$ cat config.mk
export PLATFORM = sky130hd
export DESIGN_NAME = imfc_front
export DESIGN_NICKNAME = d
export VERILOG_FILES = /design/src/sv/imfc_pkg.sv /design/src/sv/imfc_front.sv
export SDC_FILE = /design/constraint.sdc
export NUM_CORES = 2
export LEC_CHECK = 0
export BUFFER_PORTS_ARGS = -buffer_cell sky130_fd_sc_hd__buf_2
export CAP_MARGIN = 20
export CORE_MARGIN = 2
export CORE_UTILIZATION = 67
export DETAILED_ROUTE_END_ITERATION = 8
export PLACE_DENSITY = 0.9
export RECOVER_POWER = 50
export SLEW_MARGIN = 30
export SYNTH_ARGS = -nofsm -noshare
export SYNTH_HDL_FRONTEND = slang
export SYNTH_SLANG_ARGS = --single-unit
$ cat constraint.sdc
create_clock -name clk -period 14.9 [get_ports clk]
set_clock_uncertainty 0.1 [all_clocks]
set_input_delay 0.745 -clock clk [delete_from_list [all_inputs] [get_ports clk]]
set_output_delay 0.745 -clock clk [all_outputs]
set_load 0.01 [all_outputs]
$ cat src/sv/imfc_pkg.sv
// ----------------------------------------------------------------------------
// imfc_pkg
// Shared types and constants of the impedance motor frame codec.
// ----------------------------------------------------------------------------
package imfc_pkg;

	localparam int POS_BITS_DEF  = 16;
	localparam int DAMP_BITS_DEF = 9;
	localparam int CODE_BITS     = 12;
	localparam int LIM_W         = 31;
	localparam int DIV_W         = 32;
	localparam int QUO_W         = 32;
	localparam int LANES         = 5;
	localparam int SYM_LANES     = 3;
	localparam int LN_POS        = 0;
	localparam int LN_VEL        = 1;
	localparam int LN_TRQ        = 2;
	localparam int LN_STF        = 3;
	localparam int LN_DMP        = 4;
	localparam int IN_W          = 232;
	localparam int OUT_W         = 192;
	localparam int KIND_W        = 3;
	localparam int LEN_W         = 4;
	localparam int CFG_IDX_W     = 3;
	localparam int CFG_DATA_W    = 32;
	localparam int FIFO_DEPTH    = 4;
	localparam int FULL_LEN      = 8;
	localparam int TEMP_BIAS     = 25;

	localparam logic [LIM_W-1:0] POS_LIM_RST = 31'd819200;
	localparam logic [LIM_W-1:0] SPD_LIM_RST = 31'd2949120;
	localparam logic [LIM_W-1:0] TRQ_LIM_RST = 31'd2621440;
	localparam logic [LIM_W-1:0] STF_LIM_RST = 31'd32768000;
	localparam logic [LIM_W-1:0] DMP_LIM_RST = 31'd327680;

	typedef enum logic [CFG_IDX_W-1:0] {
		CFG_POS_LIM  = 3'd0,
		CFG_SPD_LIM  = 3'd1,
		CFG_TRQ_LIM  = 3'd2,
		CFG_STF_LIM  = 3'd3,
		CFG_DMP_LIM  = 3'd4,
		CFG_ZERO_OFF = 3'd5,
		CFG_MODE     = 3'd6
	} cfg_idx_e;

	typedef enum logic {
		CMD_ENC = 1'b0,
		CMD_DEC = 1'b1
	} cmd_e;

	typedef struct packed {
		logic [LIM_W-1:0] pos_lim;
		logic [LIM_W-1:0] spd_lim;
		logic [LIM_W-1:0] trq_lim;
		logic [LIM_W-1:0] stf_lim;
		logic [LIM_W-1:0] dmp_lim;
		logic signed [31:0] zero_off;
		logic [2:0] mode;
	} cfg_t;

	typedef struct packed {
		logic dec;
		logic ok;
		logic [LANES-1:0] zero;
		logic [KIND_W-1:0] kind;
		logic [4:0] fault;
		logic [7:0] temp;
		logic [7:0] drv;
	} side_t;

endpackage

$ cat src/sv/imfc_front.sv
// ----------------------------------------------------------------------------
// imfc_front
// Request intake: classify, clamp, and form dividend/divisor per field.
// ----------------------------------------------------------------------------
module imfc_front #(
	parameter int POS_BITS  = imfc_pkg::POS_BITS_DEF,
	parameter int DAMP_BITS = imfc_pkg::DAMP_BITS_DEF,
	parameter int NW        = 48,
	parameter int CW        = 3
) (
	input  logic                       clk,
	input  logic                       arst_n,
	input  imfc_pkg::cfg_t             cfg,
	input  logic                       s_tvalid,
	output logic                       s_tready,
	input  logic [imfc_pkg::IN_W-1:0]  s_tdata,
	input  logic                       s_tuser,
	input  logic [CW-1:0]              fifo_count,
	output logic                       push,
	output imfc_pkg::side_t            side,
	output logic [NW-1:0]              n [imfc_pkg::LANES],
	output logic [imfc_pkg::DIV_W-1:0] d [imfc_pkg::LANES]
);
	import imfc_pkg::*;

	localparam int MB = NW - 32;
	localparam int LB [LANES] = '{POS_BITS, CODE_BITS, CODE_BITS, CODE_BITS, DAMP_BITS};

	logic signed [31:0] pos_t, vel_t, stf_t, dmp_t, trq_t;
	logic [63:0] rx;
	logic [LEN_W-1:0] rx_len;
	logic signed [32:0] p_rel;
	logic accept;
	logic [31:0] u [LANES];
	side_t side_d;
	logic [LIM_W-1:0] lim [LANES];

	logic vld_s1;
	logic [31:0] u_s1 [LANES];
	side_t side_s1;

	function automatic logic [31:0] clamp_sym(input logic signed [32:0] x,
		input logic [LIM_W-1:0] l);
		logic signed [33:0] s;
		logic [31:0] two_l;
		s     = {x[32], x} + $signed({3'b000, l});
		two_l = {l, 1'b0};
		if (s[33])
			return '0;
		else if (s[32:0] > {1'b0, two_l})
			return two_l;
		else
			return s[31:0];
	endfunction

	function automatic logic [31:0] clamp_pos(input logic signed [31:0] x,
		input logic [LIM_W-1:0] l);
		if (x[31])
			return '0;
		else if (x > $signed({1'b0, l}))
			return {1'b0, l};
		else
			return x;
	endfunction

	function automatic logic [NW-1:0] mul_m(input logic [31:0] v, input int b);
		return (NW'(v) << b) - NW'(v);
	endfunction

	assign pos_t  = s_tdata[31:0];
	assign vel_t  = s_tdata[63:32];
	assign stf_t  = s_tdata[95:64];
	assign dmp_t  = s_tdata[127:96];
	assign trq_t  = s_tdata[159:128];
	assign rx     = s_tdata[223:160];
	assign rx_len = s_tdata[227:224];

	assign lim[LN_POS] = cfg.pos_lim;
	assign lim[LN_VEL] = cfg.spd_lim;
	assign lim[LN_TRQ] = cfg.trq_lim;
	assign lim[LN_STF] = cfg.stf_lim;
	assign lim[LN_DMP] = cfg.dmp_lim;

	assign p_rel    = {pos_t[31], pos_t} - {cfg.zero_off[31], cfg.zero_off};
	assign s_tready = ({1'b0, fifo_count} + (CW+1)'(vld_s1)) < (CW+1)'(FIFO_DEPTH);
	assign accept   = s_tvalid && s_tready;

	always_comb begin
		side_d.dec   = (s_tuser == CMD_DEC);
		side_d.ok    = (s_tuser == CMD_ENC) || (rx_len >= LEN_W'(FULL_LEN));
		for (int l = 0; l < LANES; l++) side_d.zero[l] = (lim[l] == '0);
		side_d.kind  = rx[63:61];
		side_d.fault = rx[60:56];
		side_d.temp  = rx[15:8];
		side_d.drv   = rx[7:0];
		if (s_tuser == CMD_ENC) begin
			u[LN_POS] = clamp_sym(p_rel, cfg.pos_lim);
			u[LN_VEL] = clamp_sym({vel_t[31], vel_t}, cfg.spd_lim);
			u[LN_TRQ] = clamp_sym({trq_t[31], trq_t}, cfg.trq_lim);
			u[LN_STF] = clamp_pos(stf_t, cfg.stf_lim);
			u[LN_DMP] = clamp_pos(dmp_t, cfg.dmp_lim);
		end else begin
			u[LN_POS] = 32'(rx[40 +: POS_BITS]);
			u[LN_VEL] = 32'(rx[39:28]);
			u[LN_TRQ] = 32'(rx[27:16]);
			u[LN_STF] = '0;
			u[LN_DMP] = '0;
		end
	end

	always_ff @(posedge clk or negedge arst_n) begin
		if (!arst_n) begin
			vld_s1 <= 1'b0;
		end else begin
			vld_s1 <= accept;
		end
	end

	always_ff @(posedge clk) begin
		if (accept) begin
			side_s1 <= side_d;
			u_s1    <= u;
		end
	end

	assign push = vld_s1;
	assign side = side_s1;

	always_comb begin
		for (int l = 0; l < LANES; l++) begin
			if (!side_s1.dec) begin
				n[l] = mul_m(u_s1[l], LB[l]);
				d[l] = (l < SYM_LANES) ? {lim[l], 1'b0} : {1'b0, lim[l]};
			end else if (l < SYM_LANES) begin
				n[l] = NW'(u_s1[l][MB-1:0]) * NW'({lim[l], 1'b0});
				d[l] = DIV_W'((1 << LB[l]) - 1);
			end else begin
				n[l] = '0;
				d[l] = DIV_W'(1);
			end
		end
	end
endmodule

==> results.ini <==
[place]
place.gp.congestion=1.03
io_buffers=849
place_area_um2=79400
dp_hpwl_mm=205

[detailed_routing]
route.met2.wl_mm=116
drc=3
viasPerCell=6.30
met1_length_mm=86.9
drt_iter0_drc=7666
wl_mm=262
wl_per_cell_um=23.7
drt_first_pass_iters=9
met3_length_mm=36.4
ant_nets=0
vias=69900
highest_layer=met5

[global_routing]
overflow=0
first_global_vias=72200
grt_max_degree=199
grt.total_usage_pct=46.2
grt_pass1_wl_mm=399
antenna_found_initial=34

[min_path]
min_delay_path_depth=1
hp-class=primary input to flop
whs_endpoint=side[22]$_DFFE_PP_
worstHoldStart=s_tdata[222]

[timing]
timing.fmax_ghz=0.100
min_period_ns=9.96
tightest_slew_ns=4.39
finalCritPeriodShare_pct=66.8
fin_setup_tns_ns=0
relSlewSlack_pct=-192
setup_viol=0
grt_setup_unrepaired=no
hold_viol=0
slew_viol_final=611

[critical_path]
reg2reg_to=u_s1[148]$_SDFFCE_PP0P_
end_kind=primary output
reg2reg_slack_ns=7.09
critPathRequiredTime_ns=14.06
crit_arrival_ns=9.11
r2r_start=push$_DFF_PN0_
crit_type=flop to primary output
reg2reg_depth=4
crit_fanout=138
cp-start-kind=flop

[yosys]
synth_edf_count=189
synthArstFlopShare_pct=0.526
yosysMostFrequentCell=inv_1
syn-mean-instance-area_um2=8.18
synth_compound_area_share_pct=11.8
synth-simple-area-share_pct=18.2
yosysTopAreaCell=fa_1
ys_seq_area_share_pct=7.64
synth_top_area_share_pct=33.4
syn_area_um2=74600
yosysWarningCount=0
synthTopCellsByArea=fa_1 33%, ha_1 12%, inv_1 8.6%
ys_top_cells_by_count=1707 x inv_1, 1245 x fa_1, 1200 x nand2_1
synth_flop_cell=edfxtp_1
synthMuxAreaShare_pct=1.55
synthXorXnorAreaFrac_pct=4.38
synth_adder_area_share_pct=45.3
synth-seq-cells=190
synth_top_family_by_area=adder cells
synth.distinct_cells=89
syn_inst=9121

[floorplan]
core_area_um2=111000
die_h_um=338
start_util_pct=67.5
fp-row-count=122
io_pins=862
dieArea_um2=114000
die_w_um=338

[clock_network]
cts-root-buf=clkbuf_16
clock_latency_ns=0.58
cts.sinks=190
htree_num_levels=4
cts_resized=0
cts_made_buffers=17
clockBufferDepth=2
clk_pin_slew_ns=0.09
cts_tree=built

[finish]
final_cell_area_um2=79800
synthToLayoutAreaGrowth_pct=7.02
fin_nets=12000
drive_above_1_share_pct=8.78
nFillCells=8568

[run]
cap_violations=14

[status]
status=complete, but fails checks
violations=DRC, capacitance limit, slew limit

[worst max-delay path, stage by stage, from the launching register on]
cell	delay, ns
edfxtp_1	0.32
clkbuf_1	2.13
clkbuf_1	2.27
clkbuf_1	2.04
buf_16	0.41
nor3_1	0.18
a21oi_1	0.59
buf_2	0.26
[per-stage QoR]
| step | util (%) | hold slack [ns] | std cells | setup slack [ns] |
|---|---|---|---|---|
| finish | 72.2 | 0.229 | 11100 | 4.94 |
| global route | 72.2 | 0.229 | 11100 | 4.64 |
| CTS | 72.4 | 0.206 | 11100 | 5.41 |
| detailed placement | 71.8 | 0.422 | 11100 | 5.91 |
| global placement | 71.8 | 0.421 | 11100 | 6.07 |
| floorplan | - | 0.349 | 9122 | 6.85 |
[layout make-up]
type                            count  area, um2  area share (%)
Multi-Input combinational cell   6748      60600            76.0
Antenna cell                       10       25.0          0.0313
Sequential cell                   190       5700            7.14
Inverter                         1712       6430            8.05
Clock buffer                       17        425           0.533
Tap cell                         1488       1860            2.33
Timing Repair Buffer              917       4570            5.73
Clock inverter                     15        174           0.218
[repair_timing]
action / in CTS / in global routing
endpoints found under the hold margin: 1 / 0
hold buffers: 1 / 0
buffers inserted: 0 / 0
[logic make-up after synthesis]
family / after synthesis
flops: 190
xor+xnor: 373
fa+ha+maj: 1956
mux: 115
simple gates: 2940
buf+inv: 2184
other cells: 1
compound gates: 1362
[flip-flops by register name, indices dropped and copies added, names as in the netlist]
| register | count |
|---|---|
| side | 31 |
| push | 1 |
| u_s1 | 158 |
[worst max-delay path by stage]
stage                       startpoint  endpoint  slack [ns]
2_1_floorplan                 cfg[177]    n[232]        6.85
3_3_place_gp                  cfg[100]    n[142]        6.07
3_5_place_dp                  cfg[100]    n[142]        5.91
4_1_cts        u_s1[110]$_SDFFCE_PP0P_    n[179]        5.41
5_1_grt             side[30]$_DFFE_PP_    n[165]        4.64
6_report            side[30]$_DFFE_PP_    n[176]        4.94
[cell usage in the layout, fill, tap and decap left out, drive strengths merged, types with 18 or more instances in the layout]
master / netlist / layout
mux2i: 112 / 112
edfxtp: 189 / 189
nor2b: 44 / 44
a21boi: 42 / 42
o21bai: 34 / 34
and3: 43 / 43
o211ai: 18 / 18
or4: 19 / 19
xnor2: 232 / 232
ha: 711 / 711
clkbuf: 411 / 167
o21ai: 283 / 283
nor4: 64 / 64
fa: 1245 / 1245
a211oi: 30 / 30
or3: 37 / 37
nand2b: 38 / 38
a31oi: 45 / 45
xor2: 141 / 141
o21a: 44 / 44
a21o: 263 / 263
nand2: 1200 / 1200
inv: 1707 / 1715
nor2: 694 / 694
and2: 456 / 456
nand3: 118 / 118
nor3: 83 / 83
nand4: 83 / 83
o31ai: 34 / 34
a21oi: 376 / 376
buf: 61 / 766
[layer usage]
layer / global-route usage, % / vias up
met5: 0.213 / -
met4: 33.3 / 32
met3: 15.9 / 1495
met2: 71.9 / 4959
met1: 53.2 / 33600
li1: - / 29800
Power is not shown: default switching activity piles up to over one toggle a cycle in this logic, so the estimate is an artifact.
