==> src/sv/imfc_fifo.sv <==
// ----------------------------------------------------------------------------
// imfc_fifo
// Short request queue between intake and divider back end.
// ----------------------------------------------------------------------------
module imfc_fifo #(
	parameter int W     = 8,
	parameter int DEPTH = 4,
	parameter int CW    = 3
) (
	input  logic          clk,
	input  logic          arst_n,
	input  logic          push,
	input  logic [W-1:0]  din,
	input  logic          pop,
	output logic [W-1:0]  dout,
	output logic          empty,
	output logic [CW-1:0] count
);
	localparam int AW = (DEPTH > 1) ? $clog2(DEPTH) : 1;

	logic [W-1:0] mem [DEPTH];
	logic [AW-1:0] wr_q, rd_q;
	logic [CW-1:0] cnt_q;

	always_ff @(posedge clk) begin
		if (push) mem[wr_q] <= din;
	end

	always_ff @(posedge clk or negedge arst_n) begin
		if (!arst_n) begin
			wr_q  <= '0;
			rd_q  <= '0;
			cnt_q <= '0;
		end else begin
			if (push) wr_q <= (wr_q == AW'(DEPTH - 1)) ? '0 : wr_q + 1'b1;
			if (pop) rd_q <= (rd_q == AW'(DEPTH - 1)) ? '0 : rd_q + 1'b1;
			cnt_q <= cnt_q + CW'(push) - CW'(pop);
		end
	end

	assign dout  = mem[rd_q];
	assign empty = (cnt_q == '0);
	assign count = cnt_q;

	a_no_overflow: assert property (@(posedge clk) disable iff (!arst_n)
		push |-> (cnt_q != CW'(DEPTH)))
		else $error("request queue overflow");

	a_no_underflow: assert property (@(posedge clk) disable iff (!arst_n)
		pop |-> (cnt_q != '0))
		else $error("request queue underflow");
endmodule

==> config.mk <==
export PLATFORM = sky130hd
export DESIGN_NAME = imfc_fifo
export DESIGN_NICKNAME = d
export VERILOG_FILES = /design/src/sv/imfc_fifo.sv
export SDC_FILE = /design/constraint.sdc
export NUM_CORES = 1
export LEC_CHECK = 0
export ABC_AREA = 0
export BUFFER_PORTS_ARGS = -buffer_cell sky130_fd_sc_hd__buf_2
export CAP_MARGIN = 40
export CORE_MARGIN = 3
export CORE_UTILIZATION = 45
export DETAILED_ROUTE_END_ITERATION = 7
export MAX_ROUTING_LAYER = met4
export PLACE_DENSITY_LB_ADDON = 0.3
export SYNTH_ARGS = -nofsm -noshare
export SYNTH_HDL_FRONTEND = slang
export SYNTH_SLANG_ARGS = --single-unit
==> constraint.sdc <==
create_clock -name clk -period 1.5 [get_ports clk]
set_input_delay 0.15 -clock clk [delete_from_list [all_inputs] [get_ports clk]]
set_output_delay 0.15 -clock clk [all_outputs]
set_load 0.03 [all_outputs]
==> parameters.txt, run 1 <==
Parameter                              Value

Detailed routing
  Via total after detailed routing ... 807
  Routed wire length per instance ... 15.2 µm
  Routed length on met1 ... 1090 µm
  Post-route DRC violation count ... 0
  Met3 wire length ... 112 µm
  1st-iter DRT viols ... 32
  Pre-antenna DRT Iters ... 4
  Ratio of routed vias to standard cells ... 4.80
  Met2 layer wire length in the routed design ... 1300 µm
  Uppermost routed layer ... met4
  Detailed Route WL ... 2560 µm
  Post-DRT Antenna Nets ... 0

Pwr
  Clock share of power ... 19.8%
  Sw Pwr ... 1400 µW
  PwrDens ... 2040 mW/mm²
  Power share of the combinational group ... 42.9%
  Net switching share of the total power ... 32.8%
  Lkg Pwr ... 0.000809 µW
  Maximum resistive drop on vdd ... 1.03 mV
  Sum of internal, switching and leakage power ... 4270 µW
  Proportion of power drawn by flip-flops and latches ... 37.3%
  Int Power ... 2870 µW

Layout
  Area growth, synth to finish ... 34.1%
  Post-layout util ... 65.8%
  Layout Nets ... 143
  Diodes inserted ... 0
  Fraction of layout cells with a size suffix above 1 ... 49.2%
  Final non-filler cell area ... 0.00209 mm²
  Final-layout fill cell count ... 231

Die
  Die height ... 64.9 µm
  Die Footprint ... 0.00421 mm²
  Boundary pin count ... 24
  Core Area ... 0.00318 mm²
  Initial core utilization ... 49.1%
  Row cnt ... 20
  Horizontal extent of the die ... 64.9 µm

Timing
  Slew at the pin closest to its max-slew limit ... 427 ps
  Achievable frequency ... 588 MHz
  Worst max-slew margin expressed relative to the limit ... 71.6%
  Final Max Slew Viols ... 0
  Final worst clock skew ... 8.56 ps
  RSZ-0062 raised after global routing ... yes
  Final-report setup violation count ... 9
  Hold Fails Final Rpt ... 0
  Final critical-path required period ... 1700 ps
  Final setup margin ... -200 ps
  Final TNS setup ... -1650 ps
  Post-route fraction of the period consumed by the critical path ... 113%

Clock network
  Max clock buf depth ... 2
  Clock transition at the register clock pins on the worst setup and hold paths after CTS ... 110 ps
  Maximum level of the CTS H-tree ... 2
  CTS tree ... yes
  Worst-skew pair later-pin latency ... 340 ps
  CTS Root Buffer Type ... clkbuf_4
  CTS Buf Count ... 5
  Clk sinks ... 39

Synthesis
  Most numerous cell in the Yosys netlist ... edfxtp_1
  Number of instances in the synthesized netlist ... 77
  Sequential area share after synthesis ... 72.9%
  Share of the synthesized area in the top cell type ... 61.6%
  List of most frequent post-synthesis cells ... edfxtp_1 (32), mux4_2 (8), dfrtp_1 (7), ha_1 (7), inv_1 (6)
  Main area contributors after synthesis ... edfxtp_1 (62%), mux4_2 (12%), dfrtp_1 (11%)
  Flip-flop and latch count after synthesis ... 39
  Synth area leader ... edfxtp_1
  Synth warn ... 0
  Async set-reset flop share out of synthesis ... 17.9%
  Number of library cell types mapped by synthesis ... 16
  Post-synth EDFFs ... 32
  Mean area per synthesized cell ... 20.2 µm²
  Post-synthesis instance area ... 0.00156 mm²
  Most frequently used flop master after synthesis ... edfxtp_1
  Post-synth net total ... 97

Worst setup path
  Family with the most delay on the worst path ... multiplexers
  Kind of capture point of the worst setup path ... primary output
  Max stage delay on crit path ... 520 ps
  Largest fanout of any net on the critical path ... 5
  CP Data Required Time ... 1350 ps
  CP Buf/Inv Count ... 2
  Critical-path cell with the highest stage delay ... mux4_2
  Kind of critical path ... reg2out
  Cell chain of the critical path ... buf_6 > mux4_2 > buf_6
  Sort of element at the start of the critical path ... register
  CP Data Arrival Time ... 1550 ps
  Dominant cell type by count on the critical path ... buf_6

Placed design
  Number of buffer cells added on primary ports ... 23
  Total cell area at the placement stage ... 0.00182 mm²
  Weighted congestion at the end of routability-driven global placement ... 0.694
  HPWL Detailed ... 1730 µm

Status
  Result of the run ... finished with violations
  Violations in the final reports ... negative setup slack

Global routing
  Number of antenna violations at the first check in global routing ... 0
  Pin count of the biggest net entering global routing ... 13
  Global-route total usage across every layer ... 15.5%
  Global-route wire length before repair ... 4400 µm
  Vias in the first global route ... 916
  Total global routing overflow ... 0

Worst hold path
  Path type of the worst min-delay path ... in2reg

Job
  Count of maximum capacitance violations ... 0
[flip-flops by register name, indices dropped and copies added, names as in the netlist]
register / count
mem: 32
count: 3
rd_q: 2
wr_q: 2
[per-stage QoR]
step | instances | setup slack, ps | hold slack (ps)
after floorplan | 77 | -196 | -146
after global placement | 152 | -66.6 | -9.16
after detailed placement | 152 | -115 | -4.87
after CTS | 165 | -242 | 0.295
after global routing | 168 | -298 | 10.9
final | 168 | -200 | 28.4
[layout make-up]
| class | count | area (µm²) | share of cell area, % |
|---|---|---|---|
| Sequential cell | 39 | 1140 | 54.4 |
| Multi-Input combinational cell | 30 | 424 | 20.3 |
| Clock inverter | 2 | 60.1 | 2.87 |
| Timing Repair Buffer | 41 | 350 | 16.8 |
| Inverter | 6 | 22.5 | 1.08 |
| Clock buffer | 6 | 41.3 | 1.97 |
| Tap cell | 44 | 55.1 | 2.63 |
[power by group through the flow]
stage | registers, µW | clock network [µW] | logic, µW
after global placement | 1590 | 0 | 1470
final | 1590 | 848 | 1830
after CTS | 1600 | 872 | 1830
after detailed placement | 1610 | 0 | 1500
after floorplan | 1630 | 0 | 1010
after global routing | 1630 | 907 | 1980
[what timing repair did]
| item | in CTS | in global routing |
|---|---|---|
| hold buffers | 4 | 2 |
| resized for setup | 27 | 0 |
| setup buffers | 1 | 1 |
| pin swaps | 3 | 2 |
| endpoints found under the setup margin | 10 | 11 |
| endpoints found under the hold margin | 19 | 8 |
| gates cloned | 0 | 0 |
[routing by layer]
| metal | track usage, % | up-vias |
|---|---|---|
| li1 | - | 386 |
| met1 | 16.3 | 398 |
| met2 | 25.7 | 17 |
| met3 | 4.33 | 6 |
| met4 | 9.50 | 0 |
| met5 | - | - |
[cell usage in the layout, fill, tap and decap left out]
| master | count |
|---|---|
| nor2_1 | 1 |
| xnor2_2 | 1 |
| ha_1 | 5 |
| mux2_2 | 2 |
| dfrtp_1 | 6 |
| o21ai_0 | 2 |
| nand2_1 | 1 |
| dfrtp_2 | 1 |
| bufinv_16 | 2 |
| xnor2_1 | 1 |
| and2_1 | 4 |
| inv_2 | 3 |
| buf_2 | 14 |
| nor3_2 | 1 |
| buf_6 | 10 |
| buf_4 | 9 |
| mux4_2 | 8 |
| inv_1 | 3 |
| clkbuf_4 | 5 |
| dlygate4sd3_1 | 6 |
| clkbuf_1 | 1 |
| ha_4 | 2 |
| fa_2 | 1 |
| buf_12 | 2 |
| or3b_1 | 1 |
| edfxtp_1 | 32 |
[logic make-up after synthesis]
kind of cell / count (synthesis) / synth area share, %
DFF: 39 / 72.9
and+or+nand+nor: 8 / 2.97
buffers and inverters: 8 / 2.49
muxes: 10 / 13.0
xor gates and xnor gates: 2 / 1.12
adders and majority gates: 8 / 6.90
AOI/OAI and AO/OA: 2 / 0.642
[worst paths after layout]
| kind | depth (start not counted) | from | to | slack, ps |
|---|---|---|---|---|
| worst max-delay path | 3 | rd_q[0] | dout[3] | -200 |
| worst min-delay path | 1 | din[3] | mem[2][3] | 30 |
| worst max register to register | 8 | count[0] | count[2] | -120 |
| worst min register to register | 2 | wr_q[1] | wr_q[1] | 620 |
| max in group asynchronous | 2 | arst_n | count[0] | 1160 |
| min in group asynchronous | 2 | arst_n | count[1] | 160 |
(Power assumes the default switching activity.)
==> inputs of run 2 (changes only) <==
--- a/config.mk
+++ b/config.mk
@@ -9,7 +9,7 @@
 export BUFFER_PORTS_ARGS = -buffer_cell sky130_fd_sc_hd__buf_2
 export CAP_MARGIN = 40
 export CORE_MARGIN = 3
-export CORE_UTILIZATION = 45
+export CORE_UTILIZATION = 49
 export DETAILED_ROUTE_END_ITERATION = 7
 export MAX_ROUTING_LAYER = met4
 export PLACE_DENSITY_LB_ADDON = 0.3
==> constraint.sdc (replaced) <==
create_clock -name clk -period 1.5 [get_ports clk]
set_input_delay 0.15 -clock clk [delete_from_list [all_inputs] [get_ports clk]]
set_output_delay 0.15 -clock clk [all_outputs]
set_load 0.05 [all_outputs]
==> parameters.txt, run 2 (synthesis gave the netlist of run 1 again) <==
Parameter                              Value

Worst hold path
  Path type of the worst min-delay path ... in2reg

Clock network
  Maximum level of the CTS H-tree ... 2
  CTS Root Buffer Type ... clkbuf_4
  Clock transition at the register clock pins on the worst setup and hold paths after CTS ... 110 ps
  Max clock buf depth ... 2
  Worst-skew pair later-pin latency ... 330 ps
  Clk sinks ... 39
  CTS tree ... yes
  CTS Buf Count ... 5

Pwr
  Clock share of power ... 11.6%
  Lkg Pwr ... 0.000746 µW
  Power share of the combinational group ... 50.0%
  Sw Pwr ... 1670 µW
  Int Power ... 2500 µW
  Proportion of power drawn by flip-flops and latches ... 38.4%
  Maximum resistive drop on vdd ... 1.30 mV
  PwrDens ... 2120 mW/mm²
  Net switching share of the total power ... 40.0%

Die
  Core Area ... 0.00290 mm²
  Die Footprint ... 0.00389 mm²
  Row cnt ... 19
  Initial core utilization ... 53.8%
  Die height ... 62.4 µm
  Horizontal extent of the die ... 62.4 µm
  Boundary pin count ... 24

Worst setup path
  Largest fanout of any net on the critical path ... 11
  Sort of element at the start of the critical path ... register
  CP Data Required Time ... 1350 ps
  Kind of capture point of the worst setup path ... primary output
  CP Data Arrival Time ... 1570 ps
  Kind of critical path ... reg2out
  R2R setup slack ... -120 ps

Timing
  Final TNS setup ... -1750 ps
  Hold Fails Final Rpt ... 0
  Worst max-slew margin expressed relative to the limit ... 72.4%
  Final setup margin ... -216 ps
  Post-route fraction of the period consumed by the critical path ... 114%
  Tightest hold margin ... 31.0 ps
  Achievable frequency ... 583 MHz
  Final Max Slew Viols ... 0
  Final worst clock skew ... 8.03 ps
  Final-report setup violation count ... 10
  Slew at the pin closest to its max-slew limit ... 414 ps
  Final critical-path required period ... 1720 ps
  RSZ-0062 raised after global routing ... yes

Detailed routing
  Post-DRT Antenna Nets ... 0
  Via total after detailed routing ... 760
  Ratio of routed vias to standard cells ... 4.84
  1st-iter DRT viols ... 40
  Post-route DRC violation count ... 0
  Pre-antenna DRT Iters ... 4
  Routed wire length per instance ... 14.9 µm
  Detailed Route WL ... 2340 µm

Layout
  Final-layout fill cell count ... 206
  Diodes inserted ... 0
  Most common cell after layout, fill and taps aside ... edfxtp_1
  Layout Nets ... 134
  Area growth, synth to finish ... 25.8%
  Reg with most FFs ... mem
  Layout Cells excl Fill ... 157
  Fraction of layout cells with a size suffix above 1 ... 47.8%
  Largest register FFs ... 32
  Commonest cells after routing, fill and taps aside ... edfxtp_1 (32), buf_2 (14), buf_6 (9)

Placed design
  Weighted congestion at the end of routability-driven global placement ... 0.771
  HPWL Detailed ... 1620 µm
  Number of placed cells counting well taps ... 146
  Number of buffer cells added on primary ports ... 23
  Worst slack, placed ... -147 ps

Global routing
  Pin count of the biggest net entering global routing ... 13
  Global-route total usage across every layer ... 13.8%
  Total global routing overflow ... 0
  Global-route wire length before repair ... 3840 µm
  Vias in the first global route ... 801
  Number of antenna violations at the first check in global routing ... 0

Status
  Result of the run ... finished with violations
  Violations in the final reports ... negative setup slack

Job
  Count of maximum capacitance violations ... 0
## run 2: cell count changes in the layout (fill, tap and decap cells not counted)
cell,change
clkinv_2,+1
buf_6,-1
clkinv_1,+1
nor3_2,-1
bufinv_16,-2
buf_4,-4
dlygate4sd3_1,-4
nor3_4,+1
## run 2: worst max-delay path, stage by stage (launching register included)
cell	delay (ps)
dfrtp_1	380
buf_12	150
mux4_2	520
buf_6	170
## run 2: routing by layer
| layer | GRT usage, % | share of wire [%] | wire length, µm |
|---|---|---|---|
| met5 | - | 0 | 0 |
| met4 | 4.96 | 0.73 | 17 |
| met3 | 5.40 | 4.3 | 101 |
| met2 | 22.4 | 54 | 1270 |
| met1 | 15.6 | 41 | 956 |
## run 2: area by class of cell
cell class	count	area (µm²)	area share (%)
sequential	39	1140	58.0
timing repair buffer	32	269	13.7
multi-input combinational	30	430	21.9
tap	42	52.6	2.68
inverter	6	22.5	1.15
clock buffer	6	41.3	2.10
clock inverter	2	8.76	0.446
## run 2: worst paths after layout
| kind | start | endpoint | cells after the start |
|---|---|---|---|
| max | rd_q[0] | dout[0] | 3 |
| min | din[2] | mem[3][2] | 1 |
| max reg2reg | count[0] | count[2] | 8 |
| min reg2reg | wr_q[0] | wr_q[0] | 2 |
| max in group asynchronous | arst_n | count[0] | 2 |
| min in group asynchronous | arst_n | rd_q[0] | 2 |
## run 2: power groups by stage
stage | combinational [µW] | clock, µW | sequential (µW)
final | 2080 | 483 | 1600
after global routing | 2230 | 556 | 1630
after CTS | 2050 | 505 | 1590
after detailed placement | 1780 | 0 | 1610
after global placement | 1730 | 0 | 1600
after floorplan | 1240 | 0 | 1700
## run 2: what timing repair did
action / 4_1_cts / 5_1_grt
gates resized for setup: 23 / 4
setup buffers: 0 / 1
pin swaps: 3 / 2
hold buffers: 1 / 1
setup endpoints to repair: 10 / 10
endpoints found under the hold margin: 7 / 4
## run 2: metrics by stage
step | power, µW | util [%] | area (µm²)
2_1_floorplan | 2940 | - | 1570
3_3_place_gp | 3330 | 61.7 | 1790
3_5_place_dp | 3390 | 61.7 | 1790
4_1_cts | 4150 | 66.6 | 1930
5_1_grt | 4410 | 67.6 | 1960
6_report | 4160 | 67.6 | 1960
